$ cat src/rtl/ugpb_pkg.sv
// Shared types and codes for the uniform grid particle binner.
`default_nettype none
package ugpb_pkg;

	typedef enum logic [2:0] {
		OP_WRITE   = 3'd0,
		OP_REBUILD = 3'd1,
		OP_RD_SLOT = 3'd2,
		OP_RD_CELL = 3'd3,
		OP_QUERY   = 3'd4
	} op_t;

	localparam logic [1:0] CFG_GRID  = 2'd0;
	localparam logic [1:0] CFG_INV   = 2'd1;
	localparam logic [1:0] CFG_COUNT = 2'd2;

	localparam logic [4:0]  GRID_RST  = 5'd16;
	localparam logic [15:0] INV_RST   = 16'd4096;
	localparam logic [10:0] COUNT_RST = 11'd1024;
	localparam logic [11:0] COORD_MAX = 12'd4095;

	typedef struct packed {
		logic [4:0]  grid;
		logic [15:0] inv;
		logic [10:0] count;
	} cfg_t;

	typedef struct packed {
		op_t         op;
		logic        bad;
		logic [9:0]  boid;
		logic [19:0] px;
		logic [19:0] py;
		logic [19:0] pz;
		logic [11:0] idx;
	} cmd_t;

	typedef struct packed {
		logic pop;
		logic busy;
	} back_ctl_t;

	typedef struct packed {
		logic        ok;
		logic [11:0] cnum;
		logic [9:0]  first;
		logic [9:0]  lst;
		logic [9:0]  id;
		logic        fin;
	} res_t;

	typedef enum logic [4:0] {
		ST_CLR, ST_IDLE, ST_W0, ST_W1, ST_RS0, ST_RS1, ST_RC0, ST_RC1,
		ST_B0, ST_B1, ST_B2, ST_B3, ST_C0, ST_C1, ST_D0, ST_D1, ST_D2,
		ST_Q0, ST_Q1, ST_QN, ST_QC, ST_QF, ST_FIN
	} st_t;

endpackage
`default_nettype wire

$ cat src/rtl/ugpb_front.sv
// Front end: accepts items, classifies them and queues commands.
`default_nettype none
module ugpb_front import ugpb_pkg::*; #(
	parameter int MAX_BOIDS = 1024,
	parameter int MAX_GRID  = 16
) (
	input  wire logic        clk,
	input  wire logic        arst_n,
	input  wire logic        in_valid,
	output logic             in_stall,
	input  wire logic [2:0]  req_type,
	input  wire logic [9:0]  boid,
	input  wire logic [19:0] pos_x,
	input  wire logic [19:0] pos_y,
	input  wire logic [19:0] pos_z,
	input  wire logic [11:0] index,
	input  wire back_ctl_t   ctl,
	output logic             cmd_v,
	output cmd_t             cmd
);
	localparam int NCELLS = MAX_GRID * MAX_GRID * MAX_GRID;

	cmd_t       fifo_q [2];
	logic       wr_q, rd_q;
	logic [1:0] cnt_q;
	logic       acc, push;
	cmd_t       nc;

	assign in_stall = (cnt_q == 2'd2) || ctl.busy;
	assign acc      = in_valid && !in_stall;
	assign push     = acc && (req_type <= 3'(OP_QUERY));
	assign cmd_v    = cnt_q != 2'd0;
	assign cmd      = fifo_q[rd_q];

	always_comb begin
		nc      = '0;
		nc.op   = op_t'(req_type);
		nc.boid = boid;
		nc.px   = pos_x;
		nc.py   = pos_y;
		nc.pz   = pos_z;
		nc.idx  = index;
		unique case (req_type)
			3'(OP_WRITE), 3'(OP_QUERY): nc.bad = 32'(boid) >= 32'(MAX_BOIDS);
			3'(OP_RD_SLOT):             nc.bad = 32'(index) >= 32'(MAX_BOIDS);
			3'(OP_RD_CELL):             nc.bad = 32'(index) >= 32'(NCELLS);
			default:                    nc.bad = 1'b0;
		endcase
	end

	always_ff @(posedge clk) begin
		if (push) begin
			fifo_q[wr_q] <= nc;
		end
	end

	always_ff @(posedge clk or negedge arst_n) begin
		if (!arst_n) begin
			wr_q  <= 1'b0;
			rd_q  <= 1'b0;
			cnt_q <= 2'd0;
		end else begin
			if (push) begin
				wr_q <= !wr_q;
			end
			if (ctl.pop) begin
				rd_q <= !rd_q;
			end
			cnt_q <= cnt_q + 2'(push) - 2'(ctl.pop);
		end
	end
endmodule
`default_nettype wire

$ cat config.mk
export PLATFORM = sky130hd
export DESIGN_NAME = ugpb_front
export DESIGN_NICKNAME = d
export VERILOG_FILES = /design/src/rtl/ugpb_pkg.sv /design/src/rtl/ugpb_front.sv
export SDC_FILE = /design/constraint.sdc
export NUM_CORES = 1
export LEC_CHECK = 0
export BUFFER_PORTS_ARGS = -buffer_cell sky130_fd_sc_hd__buf_2
export CAP_MARGIN = 10
export CORE_MARGIN = 1
export CORE_UTILIZATION = 45
export DETAILED_ROUTE_END_ITERATION = 8
export GPL_TIMING_DRIVEN = 0
export HOLD_SLACK_MARGIN = 0.05
export PLACE_DENSITY = 0.76
export SLEW_MARGIN = 10
export SYNTH_ARGS = -nofsm -noshare
export SYNTH_HDL_FRONTEND = slang
export SYNTH_SLANG_ARGS = --single-unit
$ cat constraint.sdc
create_clock -name clk -period 12.8 [get_ports clk]
set_input_delay 0 -clock clk [delete_from_list [all_inputs] [get_ports clk]]
set_output_delay 0 -clock clk [all_outputs]
set_load 0.05 [all_outputs]
==> out/summary.txt, run 1 <==
Sink of the worst hold path: wr_q
Ports: 178
Detailed-route via count: 3,725
Switching Share: 0.363
WS Path Type: reg2reg
Final Non-Filler Cells: 772
Critical Path End Type: register
Most common cell in the synthesized netlist: edfxtp_1
Post-synthesis cell area: 6550 um^2
CP arrival: 2.33 ns
All-Layer GR Usage: 0.175
Startpoint types: register
Clk pwr share: 0.268
Warnings from Yosys: 0
CP delay by family, top: simple AND/OR/NAND/NOR gates
Synthesized net count: 381
FMAX: 450 MHz
Post-synth EDFFs: 172
Setup ws final: 10.58 ns
Vias in the first global route: 4,009
Synth top area share: 0.789
DR WL/cell: 16.6 um
Worst IR Drop VDD: 0.000132 V
Yosys reg bits: 176
Actual transition at the worst max-transition pin: 0.615 ns
Type of the worst min-delay path: in2reg
CTS Buffer Depth: 2
Post-synth cell types: 16
Clk sinks: 176
Finished Core Util: 0.661
Pre-CTS setup slack: 10.58 ns
DRT antenna net count: 0
R2r setup slk: 10.58 ns
Via density per instance: 4.83
DRT Wirelength: 12,800 um
Normalized max-slew margin: 0.589
Layout cells sized above 1: 0.522
Number of diodes: 0
Final #Nets: 671
Number of CTS-inserted buffers: 17
Ratio of final minimum period to clock period: 0.174
Initial core utilization: 0.466
Cells after Synth: 289
Clk_lat worst skew: 0.42 ns
Syn_area_per_cell: 22.7 um^2
PD cells: 214 nW/um^2
CTS H-tree depth: 4
Crit Reg-Reg Startpoint: cnt_q[1]
Clk root buf: clkbuf_16
Dominant register cell in the synthesized netlist: edfxtp_1
WP buf/inv: 2
Worst hold start: ctl[0]
Cell taking the most area after synthesis: edfxtp_1
# DRC: 0
Crit path max fanout: 29
Fill cell count: 963
Fin. max-slew vios: 0
Setup violators final: 0
Comb pwr share: 0.378
RR Endpoint: fifo_q[0][77]
Hold Path Depth: 3
Largest net degree at the start of global routing: 30
Seq/Total Area, Yosys: 0.804
Core Region: 14,000 um^2
First-pass GRT wire length: 19,200 um
RSZ-0062 raised after global routing: false
Initial antenna violation count: 0
Sequential power share: 0.355
DRT iter0 DRCs: 146
Worst R2R Path Depth: 5
Int Pwr: 1.27 mW
Slowest Stage Delay on Critical Path: 0.60 ns
Net Sw Power: 0.721 mW
DP Wirelength: 7970 um
Total chip power: 1.99 mW
Hold Fails Final Rpt: 0
Largest cells by area after synthesis: edfxtp_1 79%, mux2_2 9.6%, mux2_4 6.9%
Die width: 123 um
Placed Cells: 652
Row cnt: 43
Total negative slack: 0 ns
First-pass DRT Iterations: 4
Input/output buffers: 177
DIE AREA: 15,000 um^2
CTS tree: yes
CP required: 12.91 ns
Max Cap Viol: 0
Async set-reset flop share out of synthesis: 0.0227
CP Cell Sequence: nand2b_1 > nand4b_1 > nor2_4 > buf_16 > buf_12
Gr ovfl total: 0
GPL Wtd Cong: 0.685
Die Y: 123 um
Top cells by count, synth: 172 x edfxtp_1, 56 x mux2_2, 30 x mux2_4
Status: complete, no violations
Crit path time final: 2.22 ns
Levels on crit path: 5
Leak: 3.58 nW
Final setup skew: 0.00684 ns
Clock-pin transition on the worst setup and hold timing paths: 0.06 ns
Area grow syn2layout: 41.9%
Slowest cell on crit path: nor2_4
worst reg2reg max path: stages, from the launching register on:
cell      delay [ns]
dfrtp_1         0.41
nand2b_1        0.11
nand4b_1        0.33
nor2_4          0.61
buf_16          0.23
buf_12          0.22
placed cells by master (no fill, tap or decap):
cell and count:
buf_2 182, ha_1 2, nand4b_1 1, clkbuf_1 5
nor2_1 1, inv_1 2, o21ai_0 1, bufinv_16 4
xor2_1 1, mux2_2 56, xnor2_1 3, buf_16 1
buf_6 5, dlygate4sd3_1 88, nor2_4 2, clkinv_4 2
clkinvlp_4 2, clkbuf_16 17, or2_2 1, clkinv_2 2
edfxtp_1 172, dfrtp_1 4, buf_12 5, nand2b_1 2
mux2_4 30, nor4b_1 1
stage by stage:
step | cell area [um^2] | hold WS (ns)
6_report | 9290 | 0.116
5_1_grt | 9290 | 0.120
4_1_cts | 9290 | 0.103
3_5_place_dp | 7800 | -0.186
3_3_place_gp | 7660 | -0.192
2_1_floorplan | 6550 | -0.296
power groups by stage:
| stage | Combinational [mW] | Clock, mW | Sequential [mW] |
|---|---|---|---|
| finish | 0.750 | 0.532 | 0.705 |
| global route | 0.785 | 0.561 | 0.709 |
| CTS | 0.755 | 0.541 | 0.705 |
| detailed placement | 0.732 | 0 | 0.717 |
| global placement | 0.712 | 0 | 0.723 |
| floorplan | 0.581 | 0 | 0.718 |
area by class of cell:
type,count,area (um^2),area share
Clock buffer,22,444,0.0478
Multi-Input combinational cell,101,1210,0.130
Inverter,2,7.51,0.000808
Tap cell,180,225,0.0242
Sequential cell,176,5270,0.567
Clock inverter,10,163,0.0175
Buffer,10,81.3,0.00876
Timing Repair Buffer,271,1890,0.204
worst max path at each step:
stage               slack, ns  startpoint            end
detailed placement      10.58    cnt_q[1]  fifo_q[0][36]
global route            10.45    cnt_q[1]  fifo_q[0][77]
CTS                     10.57    cnt_q[1]  fifo_q[0][42]
finish                  10.58    cnt_q[1]  fifo_q[0][77]
floorplan                7.99    cnt_q[1]   fifo_q[0][0]
global placement         6.16    cnt_q[1]  fifo_q[0][34]
kinds of logic after synthesis:
group / after synthesis / share of synthesized area
buffers and inverters: 12 / 0.0136
muxes: 86 / 0.165
adders and majority gates: 2 / 0.00382
xor gates and xnor gates: 4 / 0.00535
AOI/OAI and AO/OA: 1 / 0.000764
DFF: 176 / 0.804
and+or+nand+nor: 8 / 0.00726
flip-flops by register name, summed over array words and instances, names as in the netlist:
signal,cells
rd_q,1
wr_q,1
cnt_q,2
fifo_q,172
per-layer routing:
layer / global-route usage / wire [um] / vias up
met5: 0 / 0 / -
met4: 0.0762 / 240 / 0
met3: 0.0651 / 809 / 19
met2: 0.309 / 6820 / 144
met1: 0.187 / 4970 / 1834
li1: - / - / 1728
what timing repair did:
action,4_1_cts,5_1_grt
hold buffers,88,0
setup buffers,0,0
resized for setup,0,0
endpoints found under the hold margin,177,0
Power figures use the tool's default switching activity.
==> run 2, diff against run 1 <==
ABC_AREA = 1   (was not set)
PLACE_DENSITY = 0.79   (was 0.76)
clock period = 2.01 ns   (was 12.8 ns; I/O delays follow)
==> run 2 against run 1 <==
- synthesized cell count is 3.5% higher
- count of clock-buffer cells in the layout is 3 lower
- synthesized area is 0.36% higher
- sequential share of layout area is 0.053 points lower
- die area is 0.35% higher
- largest cell class unchanged
- hold slack worse by 0.034 ns
- final area hardly changed
- non-clock buffer count is 5 higher
- setup slack worse by 10 ns
==> out/summary.txt, run 2 <==
Largest net degree at the start of global routing: 39 (+30%)
Post-synth EDFFs: 172 (unchanged)
Synthesized net count: 391 (+2.6%)
Clk_lat worst skew: 0.41 ns (about the same)
Finished Core Util: 0.662 (about the same)
Clk sinks: 176 (unchanged)
CP arrival: 1.77 ns (-0.56 ns)
Max Cap Viol: 0 (unchanged)
Number of diodes: 0 (unchanged)
Max reg flops: 172 (unchanged)
Worst hold start: ctl[0]
R2r setup slk: 0.27 ns (-10.31 ns)
WP buf/inv: 4 (+2)
Syn_area_per_cell: 22.0 um^2 (-3.0%)
Status: complete, no violations
Dominant register cell in the synthesized netlist: edfxtp_1
CTS tree: yes
DRT Wirelength: 12,900 um (+0.57%)
Final #Nets: 687 (+2.4%)
Normalized max-slew margin: 0.666 (+0.0769)
Seq/Total Area, Yosys: 0.801 (-0.00291)
Detailed-route via count: 3,725 (unchanged)
Cell taking the most area after synthesis: edfxtp_1
GPL Wtd Cong: 0.692 (+0.93%)
Slowest cell on crit path: dfrtp_1
Final setup skew: 0.00727 ns (+0.000427 ns)
DRT iter0 DRCs: 195 (+34%)
Commonest non-fill, non-tap cells in the layout: 182 x buf_2, 172 x edfxtp_1, 90 x dlygate4sd3_1
Synth top area share: 0.786 (-0.00285)
Core Region: 14,000 um^2 (unchanged)
WS Path Type: reg2out
Leak: 3.61 nW (+0.91%)
Area grow syn2layout: 41.5%
Largest registers: fifo_q x172, cnt_q x2
Warnings from Yosys: 0 (unchanged)
Seq. cell area: 5270 um^2 (unchanged)
First-pass GRT wire length: 19,700 um (+2.3%)
All-Layer GR Usage: 0.177 (+0.00131)
Most common cell in the synthesized netlist: edfxtp_1
Critical Path End Type: output pin
RSZ-0062 raised after global routing: false
Cells after Synth: 299 (+3.5%)
DIE AREA: 15,100 um^2 (+0.35%)
CTS Buffer Depth: 2 (unchanged)
Crit path max fanout: 10 (-66%)
Crit path top cell by count: buf_6
Initial core utilization: 0.468 (+0.00169)
Clk root buf: clkbuf_16
First-pass DRT Iterations: 4 (unchanged)
Hold Path Depth: 6 (+3)
PD cells: 1340 nW/um^2 (+530%)
Largest cells by area after synthesis: edfxtp_1 79%, mux2_2 9.6%, mux2_4 6.9%
RR Endpoint: fifo_q[0][28]
Die Y: 123 um (+0.18%)
Clock-pin transition on the worst setup and hold timing paths: 0.06 ns (about the same)
Setup violators final: 0 (unchanged)
Commonest non-fill, non-tap cell in the layout: buf_2
# DRC: 0 (unchanged)
Sink of the worst hold path: wr_q
DRT antenna net count: 0 (unchanged)
Slowest Stage Delay on Critical Path: 0.34 ns (-0.26 ns)
Top cells by count, synth: 172 x edfxtp_1, 56 x mux2_2, 30 x mux2_4
Total chip power: 12.4 mW (+530%)
CP delay by family, top: buffers and inverters
Fill cell count: 950 (-1.3%)
Most flops, register: fifo_q
Gr ovfl total: 0 (unchanged)
Number of CTS-inserted buffers: 17 (unchanged)
Yosys reg bits: 176 (unchanged)
Input/output buffers: 177 (unchanged)
Async set-reset flop share out of synthesis: 0.0227 (unchanged)
Hold Fails Final Rpt: 0 (unchanged)
Vias in the first global route: 4,053 (+1.1%)
Initial antenna violation count: 0 (unchanged)
Multi-input gate area: 1210 um^2 (+0.41%)
DP Wirelength: 7820 um (-2.0%)
CP required: 2.01 ns (-10.90 ns)
Die width: 123 um (+0.18%)
Post-synth cell types: 17 (+1)
Worst R2R Path Depth: 6 (+1)
CP Cell Sequence: buf_6 > buf_6 > buf_6 > mux2_4 > buf_2
DR WL/cell: 16.4 um (-1.2%)
Startpoint types: register
Via density per instance: 4.74 (-1.8%)
Layout cells sized above 1: 0.517 (-0.00546)
CTS H-tree depth: 4 (unchanged)
FMAX: 565 MHz
Crit Reg-Reg Startpoint: cnt_q[1]
Ratio of final minimum period to clock period: 0.881
Post-synthesis cell area: 6570 um^2 (+0.36%)
Fin. max-slew vios: 0 (unchanged)
Actual transition at the worst max-transition pin: 0.500 ns (-0.115 ns)
Row cnt: 43 (unchanged)
Worst IR Drop VDD: 0.000896 V (+580%)
Ports: 178 (unchanged)
Crit path time final: 1.77 ns
Type of the worst min-delay path: in2reg
==> run 2: changes by cell type after synthesis, moves of 2 or more <==
| cell | previous run | this run |
|---|---|---|
| inv_1 | 2 | 8 |
| nand2b_1 | 2 | 0 |
| nor2_1 | 3 | 5 |
| nand2_1 | 0 | 4 |
==> run 2: kinds of logic (layout without fill, tap and decap cells) <==
| kind of cell | count (synthesis) | after routing | share of synthesized area |
|---|---|---|---|
| XOR/XNOR | 3 | 3 | 0.00400 |
| multiplexers | 86 | 86 | 0.165 |
| buffers and inverters | 18 | 324 | 0.0169 |
| adder cells (fa/ha/maj) | 2 | 2 | 0.00381 |
| flip-flops | 176 | 176 | 0.801 |
| AO/OA/AOI/OAI | 2 | 2 | 0.00190 |
| AND/OR/NAND/NOR | 12 | 13 | 0.00761 |
==> run 2: where the power goes <==
group / leakage, nW / switching [mW] / total (mW) / internal [mW]
logic: 1.73 / 3.18 / 4.76 / 1.58
clock network: 0.276 / 1.27 / 3.20 / 1.94
registers: 1.61 / 0.0827 / 4.47 / 4.38
==> run 2: worst max path at each step <==
stage	startpoint	endpoint	slack (ns)	cells after the start
floorplan	cnt_q[1]	fifo_q[1][0]	-0.40	5
finish	rd_q	cmd[39]	0.24	5
CTS	cnt_q[1]	fifo_q[1][28]	0.09	6
global route	cnt_q[1]	fifo_q[0][28]	0.14	6
detailed placement	cnt_q[1]	fifo_q[1][25]	-0.17	6
global placement	cnt_q[0]	fifo_q[0][29]	-1.05	6
==> run 2: per-stage QoR <==
| stage | std cells | setup WS, ns | hold slack (ns) | area (um^2) | setup TNS, ns |
|---|---|---|---|---|---|
| 6_report | 786 | 0.239 | 0.0812 | 9300 | 0 |
| 5_1_grt | 786 | 0.136 | 0.123 | 9300 | 0 |
| 4_1_cts | 781 | 0.0885 | 0.0665 | 9260 | 0 |
| 3_5_place_dp | 660 | -0.166 | -0.189 | 7770 | -9.33 |
| 3_3_place_gp | 656 | -1.05 | -0.192 | 7690 | -179.37 |
| 2_1_floorplan | 299 | -0.403 | -0.296 | 6580 | -64.56 |
==> run 2: metal layers <==
layer  up-vias  wire [um]  GRT usage
met5         -          0          0
li1       1762          -          -
met2       142       6820      0.317
met3        16        773     0.0483
met1      1805       5140      0.198
met4         0        176     0.0686
==> run 2: area by class of cell <==
type,count,area share
Inverter,8,0.00363
Tap cell,180,0.0242
Timing Repair Buffer,276,0.205
Clock inverter,11,0.0152
Sequential cell,176,0.566
Clock buffer,19,0.0466
Buffer,10,0.00875
Multi-Input combinational cell,106,0.131
==> run 2: repair_timing <==
item | CTS | global route
buffers inserted | 0 | 5
setup endpoints to repair | 60 | 74
endpoints found under the hold margin | 178 | 0
cloned | 1 | 0
resized for setup | 0 | 1
pin swaps | 1 | 0
hold buffers | 90 | 0
==> run 2: worst reg2reg max path, cell delays in order (launching register included) <==
cell	delay [ns]
dfrtp_1	0.41
nand2_1	0.08
nand3_1	0.08
nor2_1	0.14
nand2_1	0.12
clkinvlp_4	0.30
buf_12	0.28
